==> src/hlr_pkg.sv <==
// Shared types and constants for the histogram largest-rectangle block.
package hlr_pkg;

	localparam int MAX_BARS    = 4096;
	localparam int HEIGHT_BITS = 30;
	localparam int CNT_W       = $clog2(MAX_BARS + 1);
	localparam int IDX_W       = $clog2(MAX_BARS);
	localparam int AREA_W      = 42;
	localparam int PROD_W      = HEIGHT_BITS + CNT_W;

	// one bar as it travels from front to back
	typedef struct packed {
		logic                   ovf;     // bar arrived past the bar limit
		logic                   last;
		logic [HEIGHT_BITS-1:0] height;
	} hlr_item_t;

	// one stack entry: left index and height of a bar
	typedef struct packed {
		logic [IDX_W-1:0]       idx;
		logic [HEIGHT_BITS-1:0] height;
	} hlr_entry_t;

	typedef enum logic [1:0] {
		ST_BAR,
		ST_DRAIN,
		ST_DONE
	} hlr_state_t;

endpackage

==> src/hlr_front.sv <==
// Input stage: takes bar requests, tags bars past the limit, feeds the queue.
module hlr_front (
	input  logic                          clk,
	input  logic                          arst_n,
	input  logic                          in_valid,
	output logic                          in_stall,
	input  logic [hlr_pkg::HEIGHT_BITS-1:0] bar_height,
	input  logic                          last_bar,
	input  logic                          q_full,
	output logic                          q_push,
	output hlr_pkg::hlr_item_t            q_item
);
	import hlr_pkg::*;

	logic             vld_s1;
	hlr_item_t        item_s1;
	logic [CNT_W-1:0] count_q;
	logic             accept;
	logic             at_limit;

	assign in_stall = vld_s1 & q_full;
	assign q_push   = vld_s1 & ~q_full;
	assign q_item   = item_s1;
	assign accept   = in_valid & ~in_stall;
	assign at_limit = (count_q == CNT_W'(MAX_BARS));

	always_ff @(posedge clk or negedge arst_n) begin
		if (!arst_n) begin
			vld_s1  <= 1'b0;
			count_q <= '0;
		end else begin
			if (accept) begin
				vld_s1 <= 1'b1;
				if (last_bar)
					count_q <= '0;
				else if (!at_limit)
					count_q <= count_q + CNT_W'(1);
			end else if (q_push) begin
				vld_s1 <= 1'b0;
			end
		end
	end

	always_ff @(posedge clk) begin
		if (accept) begin
			item_s1.ovf    <= at_limit;
			item_s1.last   <= last_bar;
			item_s1.height <= bar_height[HEIGHT_BITS-1:0];
		end
	end

endmodule

==> config.mk <==
export PLATFORM = sky130hd
export DESIGN_NAME = hlr_front
export DESIGN_NICKNAME = d
export VERILOG_FILES = /design/src/hlr_pkg.sv /design/src/hlr_front.sv
export SDC_FILE = /design/constraint.sdc
export NUM_CORES = 1
export LEC_CHECK = 0
export ABC_CLOCK_PERIOD_IN_PS = 2000
export BUFFER_PORTS_ARGS = -buffer_cell sky130_fd_sc_hd__buf_2
export CAP_MARGIN = 20
export CELL_PAD_IN_SITES_DETAIL_PLACEMENT = 1
export CELL_PAD_IN_SITES_GLOBAL_PLACEMENT = 1
export CORE_ASPECT_RATIO = 1.2
export CORE_MARGIN = 8
export CORE_UTILIZATION = 25
export CTS_CLUSTER_DIAMETER = 120
export DETAILED_ROUTE_END_ITERATION = 8
export HOLD_SLACK_MARGIN = 0.06
export PLACE_DENSITY_LB_ADDON = 0.1
export SYNTH_ARGS = -nofsm -noshare
export SYNTH_HDL_FRONTEND = slang
export SYNTH_SLANG_ARGS = --single-unit
==> constraint.sdc <==
create_clock -name clk -period 2 [get_ports clk]
set_input_delay 0.5 -clock clk [delete_from_list [all_inputs] [get_ports clk]]
set_output_delay 0.5 -clock clk [all_outputs]
set_load 0.005 [all_outputs]
# Word level (Yosys, flattened, before mapping)
# Cells that the tools add are included.
# word_totals
register_bits,46
inputBits,35
word_cells,19
# classes
add_sub_neg,1
n_eq_ne,2
muxes,4
n_bitwise,5
reduce_logical,2
# ops
op,n
13-bit two-way mux,2
"13-bit by 1-bit adder with 13-bit output, second input constant",1
"13-bit == test, second input constant",1
1-bit bitwise AND,3
1-bit two-way mux,2
"2-bit != test, second input constant",1
1-bit NOT,2
2-bit AND reduction,1
2-bit nonzero test,1

# Depth between registers and ports, before layout
# logic_depth
word_depth,4
depth_mapped,7
depth_no_buf,7

# Least setup slack after synthesis
# No wires, ideal clock.
# synth_path
path_kind,input-to-reg
from,input in_valid
to,register count_q[10]
setup_ns,0.110
t_arrival_ns,2.114
setup_slack_ns,-0.225
cell_stages,5
path_cell_list,a21bo_2 > clkbuf_1 > inv_1 > nand2_1 > o41ai_1
# synth_between
elab_chain_cells,2
# synth_rtl
element,line_no,text
start: declaration,hlr_front.sv:5,"input logic in_valid,"
1-bit bitwise AND,hlr_front.sv:24,assign accept = in_valid & ~in_stall;
named net accept,hlr_front.sv:18,logic accept;
2-bit AND reduction (no source line),n/a,
end signal: assignment,hlr_front.sv:37,count_q <= count_q + CNT_W'(1);
end: declaration,hlr_front.sv:17,logic [CNT_W-1:0] count_q;
# The timed path passes the listed nets, and every way through them passes these cells.
# A chain may end at the register's enable or synchronous reset.

# Worst setup path in the final report
# layout_path
from,register count_q[0]
to,register count_q[12]
# layout_between
elab_chain_cells,3
# layout_rtl
element,line_no
13-bit by 1-bit adder with 13-bit output or 13-bit == test (tied branches),"hlr_front.sv:37, hlr_front.sv:25"
13-bit two-way mux or 2-bit != test (tied branches),n/a
13-bit two-way mux or 2-bit AND reduction (tied branches),n/a
# Parallel ways exist; a longest one is shown, timed or not. The select of a mux whose other input is x is not followed.

==> run metrics <==
Post-synth EDFFs 32; post-synthesis mux area share 1.107%; mean post-synth cell area 13.92 µm²; Finished Cell Area 0.002365 mm²; cells after synthesis 130; post-synthesis sequential area ratio 72.48%; #FFs+latches synth 46; Worst setup endpoint count_q[12]; Worst slew margin 73.19%; Row Count 34; PnR worst setup slack 0.1126 ns; Max Freq 529.8 MHz; Setup violations, final 0; depth of the worst register-to-register path 5; Remaining DRCs 0; reg2reg end count_q[12]; number of global-route vias before repair 1414; Post-Place Cell Area 0.002280 mm²; GRT Total Usage 8.969%; CP Class reg -> reg; Pleak 0.9840 nW; Die Area 0.01023 mm²; Final Cycle Share 94.37%; share of cells above drive strength 1 40.78%; Root Buffer clkbuf_8; largest family of logic cells by synthesized area simple AND/OR/NAND/NOR gates; skew final 0.004065 ns; Fin Setup TNS 0 ns; Post-Synth XOR/XNOR Area 0%; Max VDD drop 0.2624 mV; Arr. time, crit path 2.06 ns; DRT antenna net count 0; RSZ-0062 raised after global routing no; initial antenna violation count 0; Final Util 33.09%; Syn Nets 167; crit path from count_q[0]; pwr dens 842.7 mW/mm²; Core Region 0.007147 mm²; pin count of the biggest net entering global routing 28; Post-Place Setup Slack 0.09895 ns; maximum clock path buffer count 2; drt total wl 4509 µm; final net count 242; Worst-Skew Late Latency 0.29 ns; CTS Buf Count 5; n_diodes 0; area added between synthesis and finish 30.71%; Iter 0 DRT Violations 29; first-pass GRT wire length 7224 µm; DPL Wire Length 3625 µm; clock sink count 46; Period minus WS final 1.887 ns; Die Wd 93.66 µm; MaxCap Viol Count 0; worst-path maximum fanout 4; TritonCTS clock tree done; Synth top area share 53.11%; via count 1333; port bufs 68; r2r setup slk 0.11 ns; Pre-Repair DR Iteration Count 3; post-synthesis compound-gate area fraction 8.852%; Final Hold Fails 0; commonest cells in the synthesized netlist 32 x edfxtp_1, 14 x dfrtp_1, 13 x nand2_1; Primary FF master, synth edfxtp_1; IO Pins 69; Tot Pwr 1.993 mW; Die Y 109.2 µm; GP Congestion 0.7610; largest area contributor in the netlist edfxtp_1; HP Class in -> async; Worst R2R Start count_q[0]; Crit. End Element flip-flop; Simple-Gate Fraction of Synth Area 13.83%; cell with the most instances after synthesis edfxtp_1; Unique masters post-synth 32; status finished, final reports clean; Avg Vias per Cell 4.503; worst slew pin tran 0.3985 ns; Initial Util 25.32%; gr ovfl total 0; Worst setup SP type flip-flop; Mapped Area 0.001809 mm²; largest cells by area after synthesis edfxtp_1 53%, dfrtp_1 19%, nand2_1 2.7%; Data required, critical path 2.18 ns; Async S/R FF share, synth 30.43%; Final Max Tran Viols 0; adder-cell share of the synthesized area 1.383%; DR WL/cell 15.23 µm; # H-tree levels 2; clk slew on worst S/H paths 0.08 ns; Warnings, synthesis 0
-- kinds of logic (layout without fill, tap and decap cells) --
logic type,after synthesis,in the layout
AO/OA/AOI/OAI,22,22
buffers and inverters,11,87
multiplexers,2,2
AND/OR/NAND/NOR,47,47
flip-flops,46,46
adder cells (fa/ha/maj),2,2
-- critical path, stage by stage, from the launching register on --
cell and delay, ns:
dfrtp_1 0.41, ha_2 0.22, and4_1 0.25, or3b_4 0.41
o211a_1 0.23, a221o_1 0.26
-- metal layers --
metal | track usage (%) | share of wire (%)
met5 | 0 | 0
met3 | 2.548 | 8.8
met2 | 15.74 | 50
met1 | 10.19 | 41
met4 | 3.065 | 0.93
-- worst min path at each step --
stage / to / start
6_report: count_q[5] / arst_n
5_1_grt: count_q[3] / arst_n
4_1_cts: vld_s1 / arst_n
3_5_place_dp: vld_s1 / arst_n
3_3_place_gp: count_q[5] / arst_n
2_1_floorplan: count_q[0] / arst_n
-- power by group --
group / switching (mW) / total, mW / internal [mW]
combinational: 0.134 / 0.245 / 0.111
sequential: 0.0918 / 1.21 / 1.12
clock: 0.298 / 0.540 / 0.243
total: 0.523 / 1.99 / 1.47
-- final cells by class --
class,count,area (µm²)
clock buffers,6,72.57
clock inverters,2,10.01
fillers,810,4782
inverters,7,30.03
multi-input cells,73,457.9
flip-flops and latches,46,1311
well taps,90,112.6
repair buffers,72,370.4
-- layout by cell type, fill, tap and decap left out, drive strengths merged --
cell type,Yosys,final
clkinvlp,0,1
o31ai,1,1
a221o,2,2
clkinv,0,2
or4b,1,1
nand3,7,7
dfrtp,14,14
edfxtp,32,32
nand4,3,3
o311ai,2,2
nor3,6,6
nor2b,1,1
o211ai,2,2
o41ai,2,2
a31oi,3,3
nor4b,2,2
nand2,13,13
o211a,1,1
buf,1,72
a2bb2oi,1,1
mux2i,2,2
inv,7,6
a21oi,2,2
and4,1,1
ha,2,2
nor2,5,5
nor4,2,2
nor3b,1,1
and2,3,3
or3b,1,1
a21bo,1,1
or2,1,1
clkbuf,3,6
o21ai,5,5
-- metrics by stage --
stage	hold slack [ns]	instances
2_1_floorplan	0.2044	130
3_3_place_gp	0.4289	288
3_5_place_dp	0.4315	288
4_1_cts	0.1061	296
5_1_grt	0.1165	296
6_report	0.1030	296
-- flip-flops by register name, indices dropped and copies added, names as in the netlist --
register and cells:
q_item 32, vld_s1 1, count_q 13
-- what timing repair did --
| item | CTS | global route |
|---|---|---|
| endpoints found under the hold margin | 0 | 0 |
| hold buffers | 0 | 0 |
| setup endpoints to repair | 0 | 1 |
| setup buffers | 0 | 0 |
| gates resized for setup | 0 | 1 |
Note: power is estimated with default switching activity, not from simulation.
