--- src/hlr_pkg.sv ---
// Shared types and constants for the histogram largest-rectangle block.
package hlr_pkg;

	localparam int MAX_BARS    = 4096;
	localparam int HEIGHT_BITS = 30;
	localparam int CNT_W       = $clog2(MAX_BARS + 1);
	localparam int IDX_W       = $clog2(MAX_BARS);
	localparam int AREA_W      = 42;
	localparam int PROD_W      = HEIGHT_BITS + CNT_W;

	// one bar as it travels from front to back
	typedef struct packed {
		logic                   ovf;     // bar arrived past the bar limit
		logic                   last;
		logic [HEIGHT_BITS-1:0] height;
	} hlr_item_t;

	// one stack entry: left index and height of a bar
	typedef struct packed {
		logic [IDX_W-1:0]       idx;
		logic [HEIGHT_BITS-1:0] height;
	} hlr_entry_t;

	typedef enum logic [1:0] {
		ST_BAR,
		ST_DRAIN,
		ST_DONE
	} hlr_state_t;

endpackage

--- src/hlr_queue.sv ---
// Two-entry queue of classified bars between front and back.
module hlr_queue (
	input  logic               clk,
	input  logic               arst_n,
	input  logic               push,
	input  hlr_pkg::hlr_item_t push_item,
	output logic               full,
	input  logic               pop,
	output logic               not_empty,
	output hlr_pkg::hlr_item_t head
);
	import hlr_pkg::*;

	hlr_item_t  slot_q [2];
	logic       wr_ptr_q;
	logic       rd_ptr_q;
	logic [1:0] fill_q;

	assign full      = (fill_q == 2'd2);
	assign not_empty = (fill_q != 2'd0);
	assign head      = slot_q[rd_ptr_q];

	always_ff @(posedge clk or negedge arst_n) begin
		if (!arst_n) begin
			wr_ptr_q <= 1'b0;
			rd_ptr_q <= 1'b0;
			fill_q   <= 2'd0;
		end else begin
			if (push)
				wr_ptr_q <= ~wr_ptr_q;
			if (pop)
				rd_ptr_q <= ~rd_ptr_q;
			case ({push, pop})
				2'b10:   fill_q <= fill_q + 2'd1;
				2'b01:   fill_q <= fill_q - 2'd1;
				default: fill_q <= fill_q;
			endcase
		end
	end

	always_ff @(posedge clk) begin
		if (push)
			slot_q[wr_ptr_q] <= push_item;
	end

	// protect against pointer slips
	assert property (@(posedge clk) disable iff (!arst_n) push |-> !full)
		else $error("queue written while full");
	assert property (@(posedge clk) disable iff (!arst_n) pop |-> not_empty)
		else $error("queue read while empty");
	assert property (@(posedge clk) disable iff (!arst_n)
		(fill_q == 2'd0 || fill_q == 2'd2) |-> (wr_ptr_q == rd_ptr_q))
		else $error("queue pointers disagree with fill count");

endmodule

--- config.mk ---
export PLATFORM = sky130hd
export DESIGN_NAME = hlr_queue
export DESIGN_NICKNAME = d
export VERILOG_FILES = /design/src/hlr_pkg.sv /design/src/hlr_queue.sv
export SDC_FILE = /design/constraint.sdc
export NUM_CORES = 1
export LEC_CHECK = 0
export BUFFER_PORTS_ARGS = -buffer_cell sky130_fd_sc_hd__buf_2
export CAP_MARGIN = 15
export CORE_UTILIZATION = 56
export CTS_CLUSTER_SIZE = 10
export DETAILED_ROUTE_END_ITERATION = 7
export PLACE_DENSITY = 0.85
export SLEW_MARGIN = 20
export SYNTH_ARGS = -nofsm -noshare
export SYNTH_HDL_FRONTEND = slang
export SYNTH_SLANG_ARGS = --single-unit
--- constraint.sdc ---
create_clock -name clk -period 3.6 [get_ports clk]
set_input_delay 0.36 -clock clk [delete_from_list [all_inputs] [get_ports clk]]
set_output_delay 0.36 -clock clk [all_outputs]
set_load 0.01 [all_outputs]
* Yosys cells after proc, flatten, opt, wreduce, memory -nomap -nowiden *
Memories as Yosys holds them, arrays and structs flattened.
Cells that the tools add are included.

cells by class
  bitwise gates (word level) = 2
  reduce and logical (&&, ||, !) cells = 2
  eq/ne operators = 3
  add/sub/neg operators = 2
  mux-type cells = 3

operators by type and width
  kind                                              number
  == test 2 bit, second input constant              2
  case mux 2 bit (2 select lines)                   1
  nonzero test 2 bit                                2
  adder 2 x 1 -> 2 bit, second input constant       1
  == test 2 x 1 -> 1 bit, second input constant     1
  two-way mux 1 bit                                 2
  NOT 1 bit                                         2
  subtractor 2 x 1 -> 2 bit, second input constant  1

storage, ports and cells
  bits in writable memories = 64
  output and inout port bits = 34
  word-level logic and storage cells = 16
  bits in registers = 4
  memories = 1
  input bits = 36

memories
  name    words  width  read ports  clocked after Yosys merged registers in  write ports  RTL line         text
  slot_q  2      32     1           0                                        1            hlr_queue.sv:14  hlr_item_t slot_q [2];

* Depth between registers and ports, before layout *
Gate-level depths: netlist of the first run.

  depth after elaboration = 2
  depth in mapped cells = 5
  mapped depth without buffers = 5

* Least setup slack after synthesis of the first run *
OpenSTA, ideal clock, no wires.

  path kind = input-to-reg
  start point = input push
  end point = memory slot_q[0][0] (netlist bit), enable pin
  buffers on the path = 0
  cell stages on the path = 2
  arrival = 1.765 ns
  path slack = 1.413 ns
  required time = 3.178 ns
  library setup time = 0.422 ns
  path through = inv_1 nor2_1

on the way
  word-level cells in the longest chain between the ends = 2

RTL lines
  element                                  RTL line         text
  from (decl)                              hlr_queue.sv:5   input logic push,
  two-way mux 1 bit                        hlr_queue.sv:42  if (push)
  two-way mux 1 bit (not written as such)  hlr_queue.sv:43  slot_q[wr_ptr_q] <= push_item;
  to (decl)                                hlr_queue.sv:14

No other way between the ends.

==> results of run 1 <==
[metrics by stage]
stage | cells | power [mW]
floorplan | 116 | 1.74
global placement | 234 | 1.89
detailed placement | 234 | 1.92
CTS | 250 | 2.40
global route | 250 | 2.48
finish | 250 | 2.37
[flip-flops by register name, indices dropped and copies added, names as in the netlist]
register / count
fill_q: 2
rd_ptr_q: 1
slot_q: 64
wr_ptr_q: 1
[Yosys cell counts]
library cell / n / area [sq um]
sky130_fd_sc_hd__edfxtp_1: 64 / 1920
sky130_fd_sc_hd__mux2_4: 29 / 435
sky130_fd_sc_hd__dfrtp_1: 4 / 100
sky130_fd_sc_hd__buf_12: 3 / 60.1
sky130_fd_sc_hd__mux2_2: 3 / 33.8
sky130_fd_sc_hd__xor2_1: 3 / 26.3
sky130_fd_sc_hd__nor2_1: 2 / 7.51
sky130_fd_sc_hd__xnor2_1: 2 / 17.5
sky130_fd_sc_hd__and2_1: 1 / 6.26
sky130_fd_sc_hd__buf_6: 1 / 11.3
sky130_fd_sc_hd__ha_1: 1 / 12.5
sky130_fd_sc_hd__inv_1: 1 / 3.75
sky130_fd_sc_hd__nor2b_1: 1 / 6.26
sky130_fd_sc_hd__or2_2: 1 / 6.26
[power breakdown]
group	switching [mW]	internal, mW	leakage (nW)	total, mW
clock	0.241	0.235	0.0761	0.477
sequential	0.147	1.06	0.646	1.20
combinational	0.282	0.409	0.573	0.691
total	0.670	1.70	1.30	2.37
[final cells by class]
| class | instances | area, sq um |
|---|---|---|
| clock buffer | 10 | 128 |
| sequential | 68 | 2020 |
| multi-input combinational | 43 | 559 |
| inverter | 1 | 3.75 |
| tap | 52 | 65.1 |
| timing repair buffer | 71 | 363 |
| fill | 292 | 1280 |
| clock inverter | 5 | 20.0 |
[logic make-up after synthesis]
group	after synthesis	synth area share [%]
flip-flops	68	76.3
XOR/XNOR	5	1.65
multiplexers	32	17.7
buffers and inverters	5	2.83
adder cells (fa/ha/maj)	1	0.472
AND/OR/NAND/NOR	5	0.993
[critical path, cell delays in order (launching register included)]
cell and delay (ns):
sky130_fd_sc_hd__dfrtp_2 1.03, sky130_fd_sc_hd__mux2_2 0.42, sky130_fd_sc_hd__buf_2 0.15
[path summary, 6_finish.rpt]
path	from	endpoint	slack, ns
max	rd_ptr_q$_DFFE_PN0P_	head[27]	1.32
min	push_item[31]	slot_q[0][31]$_DFFE_PP_	0.23
max reg2reg	wr_ptr_q$_DFFE_PN0P_	slot_q[1][11]$_DFFE_PP_	1.87
min reg2reg	fill_q[1]$_DFFE_PN0P_	fill_q[1]$_DFFE_PN0P_	0.49
max in group asynchronous	arst_n	rd_ptr_q$_DFFE_PN0P_	3.10
min in group asynchronous	arst_n	fill_q[1]$_DFFE_PN0P_	0.37
[per-layer routing]
layer	up-vias	track usage [%]	wire (um)
li1	601	-	-
met5	-	0	0
met3	6	5.56	222
met2	45	28.1	2000
met4	0	8.44	44
met1	613	19.0	1590
==> results.py, run 1 <==
metrics = {
    "setup_path": {
        "cp_data_arrival_time_ns": 1.92,
        "cp-start-kind": "flip-flop",
        "worstPathRequired_ns": 3.24,
        "nature_of_the_critical_path_endpoint": "primary output",
        "ff2ff_path_depth": 2,
        "worst_setup_path_type": "flip-flop to primary output",
        "critical_path_peak_fanout": 33,
    },
    "power": {
        "powerDensity_mw_per_mm2": 750,
        "cellLeakagePower_nw": 1.30,
        "vdd.ir_drop.worst_v": 0.000518,
    },
    "clock_network": {
        "cts_htree_levels": 3,
        "post_cts.resized_instances": 0,
        "clock_insertion_delay_worst_skew_ns": 0.31,
        "cts_hold_buffers": 1,
        "tritoncts": "done",
        "cts_buffer_count": 9,
        "clock_tree.buffer_depth": 2,
        "clkTransAtPathRegs_ns": 0.07,
        "post_cts.repair.setup_buffers": 0,
        "clock-root-buffer": "sky130_fd_sc_hd__clkbuf_8",
        "clock_sinks": 68,
    },
    "global_route": {
        "grt_antenna_before_repair": 0,
        "overall_track_demand_over_capacity_in_global_routing_pct": 16.6,
        "via_count_of_the_first_global_routing_pass": 1298,
        "first_pass_grt_wire_length_mm": 6.07,
        "grt_remaining_overflow": 0,
        "grt_max_degree": 34,
    },
    "synthesis": {
        "synth-seq-cells": 68,
        "synthesis.area_sq_mm": 0.00265,
        "yosys.cell_types.count": 14,
        "ys_warn_count": 0,
        "synthesis.area_per_instance_sq_um": 22.8,
        "synth_sequential_area_ratio_pct": 76.3,
        "synthesis.nets": 153,
        "postSynthCellCount": 116,
    },
    "timing": {
        "post-route-worst-setup-slack_ns": 1.32,
        "finalSetupTns_ns": 0,
        "timing_hold_violations_final": 0,
        "worst_clock_skew_ns": 0.00482,
        "hold-worst-slack_ns": 0.228,
        "timing.fmax_ghz": 0.439,
        "tightest_slew_ns": 0.993,
        "rsz0062_at_grt": "no",
        "max_slew_violation_total_from_the_final_report": 0,
        "final.min_clock_period_ns": 2.28,
        "setup_viol": 0,
        "slew-limit-headroom_pct": 33.8,
        "fin_crit_sh_pct": 63.2,
    },
    "drt": {
        "drt-pass1-iter-count": 6,
        "route.detailed.vias_per_inst": 5.06,
        "postRouteAntennaNets": 0,
        "drt_first_iter_violations": 83,
        "vias": 1265,
        "detail_route.drc_violations": 12,
        "routedWlPerCell_um": 15.4,
        "wirelength_mm": 3.86,
    },
    "floorplanning": {
        "fp.coreArea_sq_mm": 0.00444,
        "pin_count": 70,
        "chipWidth_um": 70.8,
        "die_y_um": 70.8,
        "start_util_pct": 59.6,
        "die_area_sq_mm": 0.00501,
        "rows": 24,
    },
    "status": {
        "failed_checks": "design-rule violations",
        "run_status": "finished, violations left",
    },
    "placed_design": {
        "placedInstanceArea_sq_mm": 0.00300,
        "io_buffers": 69,
        "finalWeightedCongestion": 0.717,
        "dp_slack_ns": 1.65,
    },
    "min_path": {
        "class_of_the_tightest_hold_or_removal_check": "input pin to flip-flop",
        "min_path_cells": 1,
    },
    "final_layout": {
        "postLayoutCoreUtil_pct": 71.1,
        "fin_area_sq_mm": 0.00316,
        "commonest_cells_after_routing_fill_and_taps_aside": "sky130_fd_sc_hd__buf_2, sky130_fd_sc_hd__edfxtp_1, sky130_fd_sc_hd__mux2_4",
        "syn_to_final_growth_pct": 19.4,
        "mostFrequentLayoutCell": "sky130_fd_sc_hd__buf_2",
        "insertedDiodeCount": 0,
        "post_route_cells_drive_above_1_share_pct": 58.1,
        "num-nets-final": 231,
    },
    "job": {
        "timing.max_cap.violations": 0,
    },
}
(Power assumes the default switching activity.)
==> inputs of run 2 (changes only) <==
CORE_UTILIZATION = 52   (was 56)
PLACE_DENSITY = 0.8   (was 0.85)
clock period = 2.2 ns   (was 3.6 ns; I/O delays follow)
==> run 2 against run 1 <==
- the flow now finishes without violations
- critical path depth is 1 higher
- setup slack got worse by 1.1 ns
- design area up 4.1%
- die area is 7.5% higher
- sequential share of layout area shrank 2.5 points
- total power up 78%
- combinational power is 81% higher
- via count is 3.6% higher
==> results.py, run 2 (same netlist as run 1, synthesis figures left out) <==
metrics = {
    "timing": {
        "worst_clock_skew_ns": 0.00537,
        "timing.fmax_ghz": 0.515,
        "max_slew_violation_total_from_the_final_report": 0,
        "timing_hold_violations_final": 0,
        "hold-worst-slack_ns": 0.0774,
        "slew-limit-headroom_pct": 66.3,
        "tightest_slew_ns": 0.506,
        "rsz0062_at_grt": "no",
        "post-route-worst-setup-slack_ns": 0.257,
        "finalSetupTns_ns": 0,
        "fin_crit_sh_pct": 88.3,
        "final.min_clock_period_ns": 1.94,
        "setup_viol": 0,
    },
    "clock_network": {
        "post_cts.repair.setup_buffers": 0,
        "clock_insertion_delay_worst_skew_ns": 0.33,
        "clkTransAtPathRegs_ns": 0.07,
        "clock_tree.buffer_depth": 2,
        "clock-root-buffer": "sky130_fd_sc_hd__clkbuf_8",
        "cts_hold_buffers": 1,
        "post_cts.resized_instances": 0,
        "clock_sinks": 68,
        "cts_buffer_count": 9,
        "tritoncts": "done",
        "cts_htree_levels": 3,
    },
    "placed_design": {
        "placedInstanceArea_sq_mm": 0.00307,
        "dp_slack_ns": 0.597,
        "finalWeightedCongestion": 0.645,
        "place.detailed.hpwl_mm": 2.89,
        "placedCellCount": 253,
        "io_buffers": 69,
    },
    "min_path": {
        "worst_hold_path.endpoint": "slot_q[0][5]$_DFFE_PP_",
        "class_of_the_tightest_hold_or_removal_check": "input pin to flip-flop",
        "hold_path_startpoint": "push_item[5]",
        "min_path_cells": 1,
    },
    "setup_path": {
        "worst_setup_path_type": "flip-flop to primary output",
        "cp-start-kind": "flip-flop",
        "ff2ff_path_depth": 2,
        "timing.critical_path.max_delay_family": "flip-flops",
        "critical_path_peak_fanout": 17,
        "worstPathRequired_ns": 1.98,
        "path_cells": "buf_12 > mux2_4 > buf_2",
        "cp_data_arrival_time_ns": 1.72,
        "r2r_end": "slot_q[1][30]$_DFFE_PP_",
        "critPathSlowestCell": "sky130_fd_sc_hd__dfrtp_2",
        "minimum_setup_slack_among_reg_to_reg_paths_ns": 1.04,
        "regToRegStartpoint": "wr_ptr_q$_DFFE_PN0P_",
        "nature_of_the_critical_path_endpoint": "primary output",
        "critical-path-max-stage-delay_ns": 0.69,
        "path_buf_inv": 2,
    },
    "final_layout": {
        "mostFrequentLayoutCell": "sky130_fd_sc_hd__buf_2",
        "reg.largest.list": "slot_q: 64 flops, fill_q: 2 flops",
        "post_route_cells_drive_above_1_share_pct": 61.1,
        "fin_area_sq_mm": 0.00329,
        "finalNonFillerCells": 270,
        "syn_to_final_growth_pct": 24.3,
        "top_register": "slot_q",
        "postLayoutCoreUtil_pct": 68.3,
        "commonest_cells_after_routing_fill_and_taps_aside": "sky130_fd_sc_hd__buf_2, sky130_fd_sc_hd__edfxtp_1, sky130_fd_sc_hd__mux2_4",
        "num-fill-cells": 319,
        "num-nets-final": 235,
        "insertedDiodeCount": 0,
        "flip_flop_count_of_the_largest_register_after_layout": 64,
    },
    "drt": {
        "route.detailed.vias_per_inst": 4.85,
        "routedWlPerCell_um": 15.2,
        "postRouteAntennaNets": 0,
        "wirelength_mm": 4.10,
        "detail_route.drc_violations": 0,
        "drt-pass1-iter-count": 4,
        "vias": 1310,
        "drt_first_iter_violations": 52,
    },
    "global_route": {
        "grt_antenna_before_repair": 0,
        "overall_track_demand_over_capacity_in_global_routing_pct": 16.7,
        "via_count_of_the_first_global_routing_pass": 1340,
        "grt_remaining_overflow": 0,
        "first_pass_grt_wire_length_mm": 6.20,
        "grt_max_degree": 18,
    },
    "status": {
        "run_status": "completed",
    },
    "floorplanning": {
        "start_util_pct": 55.0,
        "pin_count": 70,
        "die_area_sq_mm": 0.00538,
        "rows": 25,
        "chipWidth_um": 73.4,
        "fp.coreArea_sq_mm": 0.00482,
        "die_y_um": 73.4,
    },
    "power": {
        "cellLeakagePower_nw": 1.35,
        "p_int_mw": 3.07,
        "totalPowerFinal_mw": 4.22,
        "clock_power_share_pct": 25.5,
        "power_switching_mw": 1.15,
        "powerDensity_mw_per_mm2": 1280,
        "switching_share_pct": 27.2,
        "power.share.sequential_pct": 44.9,
        "power.share.combinational_pct": 29.6,
        "vdd.ir_drop.worst_v": 0.000873,
    },
    "job": {
        "timing.max_cap.violations": 0,
    },
}
[run 2: power by group through the flow]
| stage | combinational, mW | clock (mW) | sequential (mW) |
|---|---|---|---|
| final | 1.25 | 1.08 | 1.89 |
| after global placement | 1.24 | 0 | 1.90 |
| after floorplan | 1.03 | 0 | 1.82 |
| after CTS | 1.27 | 1.11 | 1.90 |
| after detailed placement | 1.26 | 0 | 1.92 |
| after global routing | 1.34 | 1.16 | 1.92 |
[run 2: layout make-up]
type / count / area (sq um) / area share, %
sequential: 68 / 2020 / 61.5
multi-input combinational: 43 / 559 / 17.0
timing repair buffer: 75 / 405 / 12.3
clock buffer: 10 / 128 / 3.88
clock inverter: 6 / 88.8 / 2.70
tap: 67 / 83.8 / 2.55
inverter: 1 / 3.75 / 0.114
[run 2: worst max path at each step]
stage | start | to | slack [ns] | cells past startpoint
after detailed placement | rd_ptr_q$_DFFE_PN0P_ | head[4] | 0.60 | 3
after global routing | rd_ptr_q$_DFFE_PN0P_ | head[4] | 0.19 | 3
after CTS | rd_ptr_q$_DFFE_PN0P_ | head[4] | 0.23 | 3
after global placement | rd_ptr_q$_DFFE_PN0P_ | head[4] | 0.62 | 3
final | rd_ptr_q$_DFFE_PN0P_ | head[4] | 0.26 | 3
after floorplan | wr_ptr_q$_DFFE_PN0P_ | slot_q[0][0]$_DFFE_PP_ | 0.02 | 1
[run 2: routing by layer]
metal  vias to the layer above  share of wire [%]  track usage [%]
met3                         5                8.2             7.41
met5                         -                  0                0
met1                       637                 42             19.8
li1                        609                  -                -
met4                         0               0.83             7.26
met2                        59                 49             26.5
[run 2: worst reg2reg max path, delay by kind of cell (launching register included)]
family	cells	cell delay [ns]
AND/OR/NAND/NOR	1	0.17
buffers and inverters	1	0.26
flip-flops	1	0.42
==> inputs of run 3 (changes only) <==
MAX_ROUTING_LAYER = met4   (was not set)
PLACE_DENSITY = 0.84   (was 0.8)
==> run 3 against run 2 <==
- sequential power is essentially flat
- die area is the same
- count of clock-buffer cells in the layout grew 1
- global-route usage rose by 0.88 points
- routed wire length up 2.4%
- non-clock buffer count shrank 2
- first-iteration DRC count increased by 25%
- worst hold slack got worse by 0.0069 ns
- setup slack lost 0.016 ns
- via count down 0.99%
==> results.py, run 3 (same netlist as run 1, synthesis figures left out) <==
metrics = {
    "final_layout": {
        "multiInputGateArea_sq_um": 559,
        "num-nets-final": 233,
        "post_route_cells_drive_above_1_share_pct": 59.7,
        "syn_to_final_growth_pct": 23.0,
        "num-fill-cells": 353,
        "flip_flop_count_of_the_largest_register_after_layout": 64,
        "commonest_cells_after_routing_fill_and_taps_aside": "sky130_fd_sc_hd__buf_2, sky130_fd_sc_hd__edfxtp_1, sky130_fd_sc_hd__mux2_4",
        "insertedDiodeCount": 0,
        "seq_area_sq_mm": 0.00202,
        "top_register": "slot_q",
        "reg.largest.list": "slot_q: 64 flops, fill_q: 2 flops",
        "fin_area_sq_mm": 0.00326,
        "mostFrequentLayoutCell": "sky130_fd_sc_hd__buf_2",
    },
    "global_route": {
        "overall_track_demand_over_capacity_in_global_routing_pct": 17.6,
        "grt_antenna_before_repair": 0,
        "grt_busiest_layer": "met2",
        "via_count_of_the_first_global_routing_pass": 1354,
        "grtUsageMet2_pct": 26.2,
        "grt_max_degree": 33,
        "globalRouteMet1Util_pct": 20.6,
        "grt_remaining_overflow": 0,
        "first_pass_grt_wire_length_mm": 6.22,
        "global_route.usage.met3_pct": 7.27,
    },
    "power": {
        "powerDensity_mw_per_mm2": 1260,
        "vdd.ir_drop.worst_v": 0.000737,
        "cellLeakagePower_nw": 1.33,
        "totalPowerFinal_mw": 4.09,
    },
    "timing": {
        "final.min_clock_period_ns": 1.96,
        "finalSetupTns_ns": 0,
        "rsz0062_at_grt": "no",
        "slew-limit-headroom_pct": 66.0,
        "worst_clock_skew_ns": 0.00614,
        "timing.fmax_ghz": 0.510,
        "hold-worst-slack_ns": 0.0705,
        "tightest_slew_ns": 0.509,
        "fin_crit_sh_pct": 89.1,
        "max_slew_violation_total_from_the_final_report": 0,
        "setup_viol": 0,
        "timing_hold_violations_final": 0,
    },
    "min_path": {
        "class_of_the_tightest_hold_or_removal_check": "input pin to flip-flop",
    },
    "drt": {
        "wirelength_mm": 4.19,
        "vias": 1297,
        "route.detailed.vias_per_inst": 4.84,
        "routedWlPerCell_um": 15.6,
        "postRouteAntennaNets": 0,
        "detail_route.drc_violations": 0,
        "drt_first_iter_violations": 65,
        "drt-pass1-iter-count": 2,
    },
    "clock_network": {
        "clock_sinks": 68,
        "clkTransAtPathRegs_ns": 0.07,
        "tritoncts": "done",
        "clock_tree.buffer_depth": 2,
        "post_cts.resized_instances": 0,
        "cts_buffer_count": 9,
        "clock_insertion_delay_worst_skew_ns": 0.33,
        "cts_htree_levels": 3,
        "clock-root-buffer": "sky130_fd_sc_hd__clkbuf_8",
    },
    "floorplanning": {
        "die_y_um": 73.4,
        "die_area_sq_mm": 0.00538,
        "fp.coreArea_sq_mm": 0.00482,
        "start_util_pct": 55.0,
        "chipWidth_um": 73.4,
        "rows": 25,
        "pin_count": 70,
    },
    "setup_path": {
        "cp_data_arrival_time_ns": 1.74,
        "worst_setup_path_type": "flip-flop to primary output",
        "critical_path_peak_fanout": 19,
        "cp-start-kind": "flip-flop",
        "nature_of_the_critical_path_endpoint": "primary output",
        "worstPathRequired_ns": 1.98,
        "path_cells": "buf_12 > mux2_2 > buf_2",
        "critical-path-max-stage-delay_ns": 0.67,
        "critPathSlowestCell": "sky130_fd_sc_hd__dfrtp_2",
    },
    "placed_design": {
        "place.detailed.hpwl_mm": 2.86,
        "placedInstanceArea_sq_mm": 0.00306,
        "io_buffers": 69,
        "finalWeightedCongestion": 0.750,
    },
    "status": {
        "run_status": "completed",
    },
    "job": {
        "timing.max_cap.violations": 0,
    },
}
==> run 3: area by class of cell <==
cell class                      count  area share, %
Sequential cell                    68           62.1
Multi-Input combinational cell     43           17.2
Timing Repair Buffer               73           12.4
Clock buffer                       11           4.03
Tap cell                           67           2.57
Clock inverter                      5           1.61
Inverter                            1          0.115
==> run 3: critical path: cells and delay by family, from the launching register on <==
| family | cells | cell delay [ns] |
|---|---|---|
| buf+inv | 2 | 0.39 |
| mux | 1 | 0.34 |
| flops | 1 | 0.67 |
==> run 3: worst paths after layout <==
path	start	to	slack (ns)	depth (start not counted)
worst min-delay path	push_item[7]	slot_q[1][7]$_DFFE_PP_	0.07	1
worst max-delay path	rd_ptr_q$_DFFE_PN0P_	head[27]	0.24	3
worst min register to register	fill_q[1]$_DFFE_PN0P_	fill_q[1]$_DFFE_PN0P_	0.50	1
max in group asynchronous	arst_n	rd_ptr_q$_DFFE_PN0P_	1.82	2
worst max register to register	wr_ptr_q$_DFFE_PN0P_	slot_q[0][31]$_DFFE_PP_	0.80	2
min in group asynchronous	arst_n	fill_q[0]$_DFFE_PN0P_	0.24	2
==> run 3: what timing repair did <==
| action | in CTS | in global routing |
|---|---|---|
| buffers inserted | 0 | 0 |
| hold buffers | 1 | 0 |
| hold endpoints to repair | 4 | 0 |
==> run 3: metal layers <==
layer	wire length [um]	vias up
met5	0	-
met4	61	0
met3	278	7
met2	2120	54
met1	1730	627
li1	-	609
==> run 3: metrics by stage <==
step                setup slack (ns)  util (%)  cells
floorplan                     0.0193         -    116
global placement               0.605      63.6    251
detailed placement             0.577      63.6    251
CTS                            0.213      67.6    268
global route                   0.150      67.6    268
finish                         0.241      67.6    268
==> run 3: power breakdown <==
group / internal, mW / total (mW) / switching (mW)
logic: 0.705 / 1.26 / 0.552
clock network: 0.518 / 0.940 / 0.422
registers: 1.73 / 1.89 / 0.165
total: 2.95 / 4.09 / 1.14
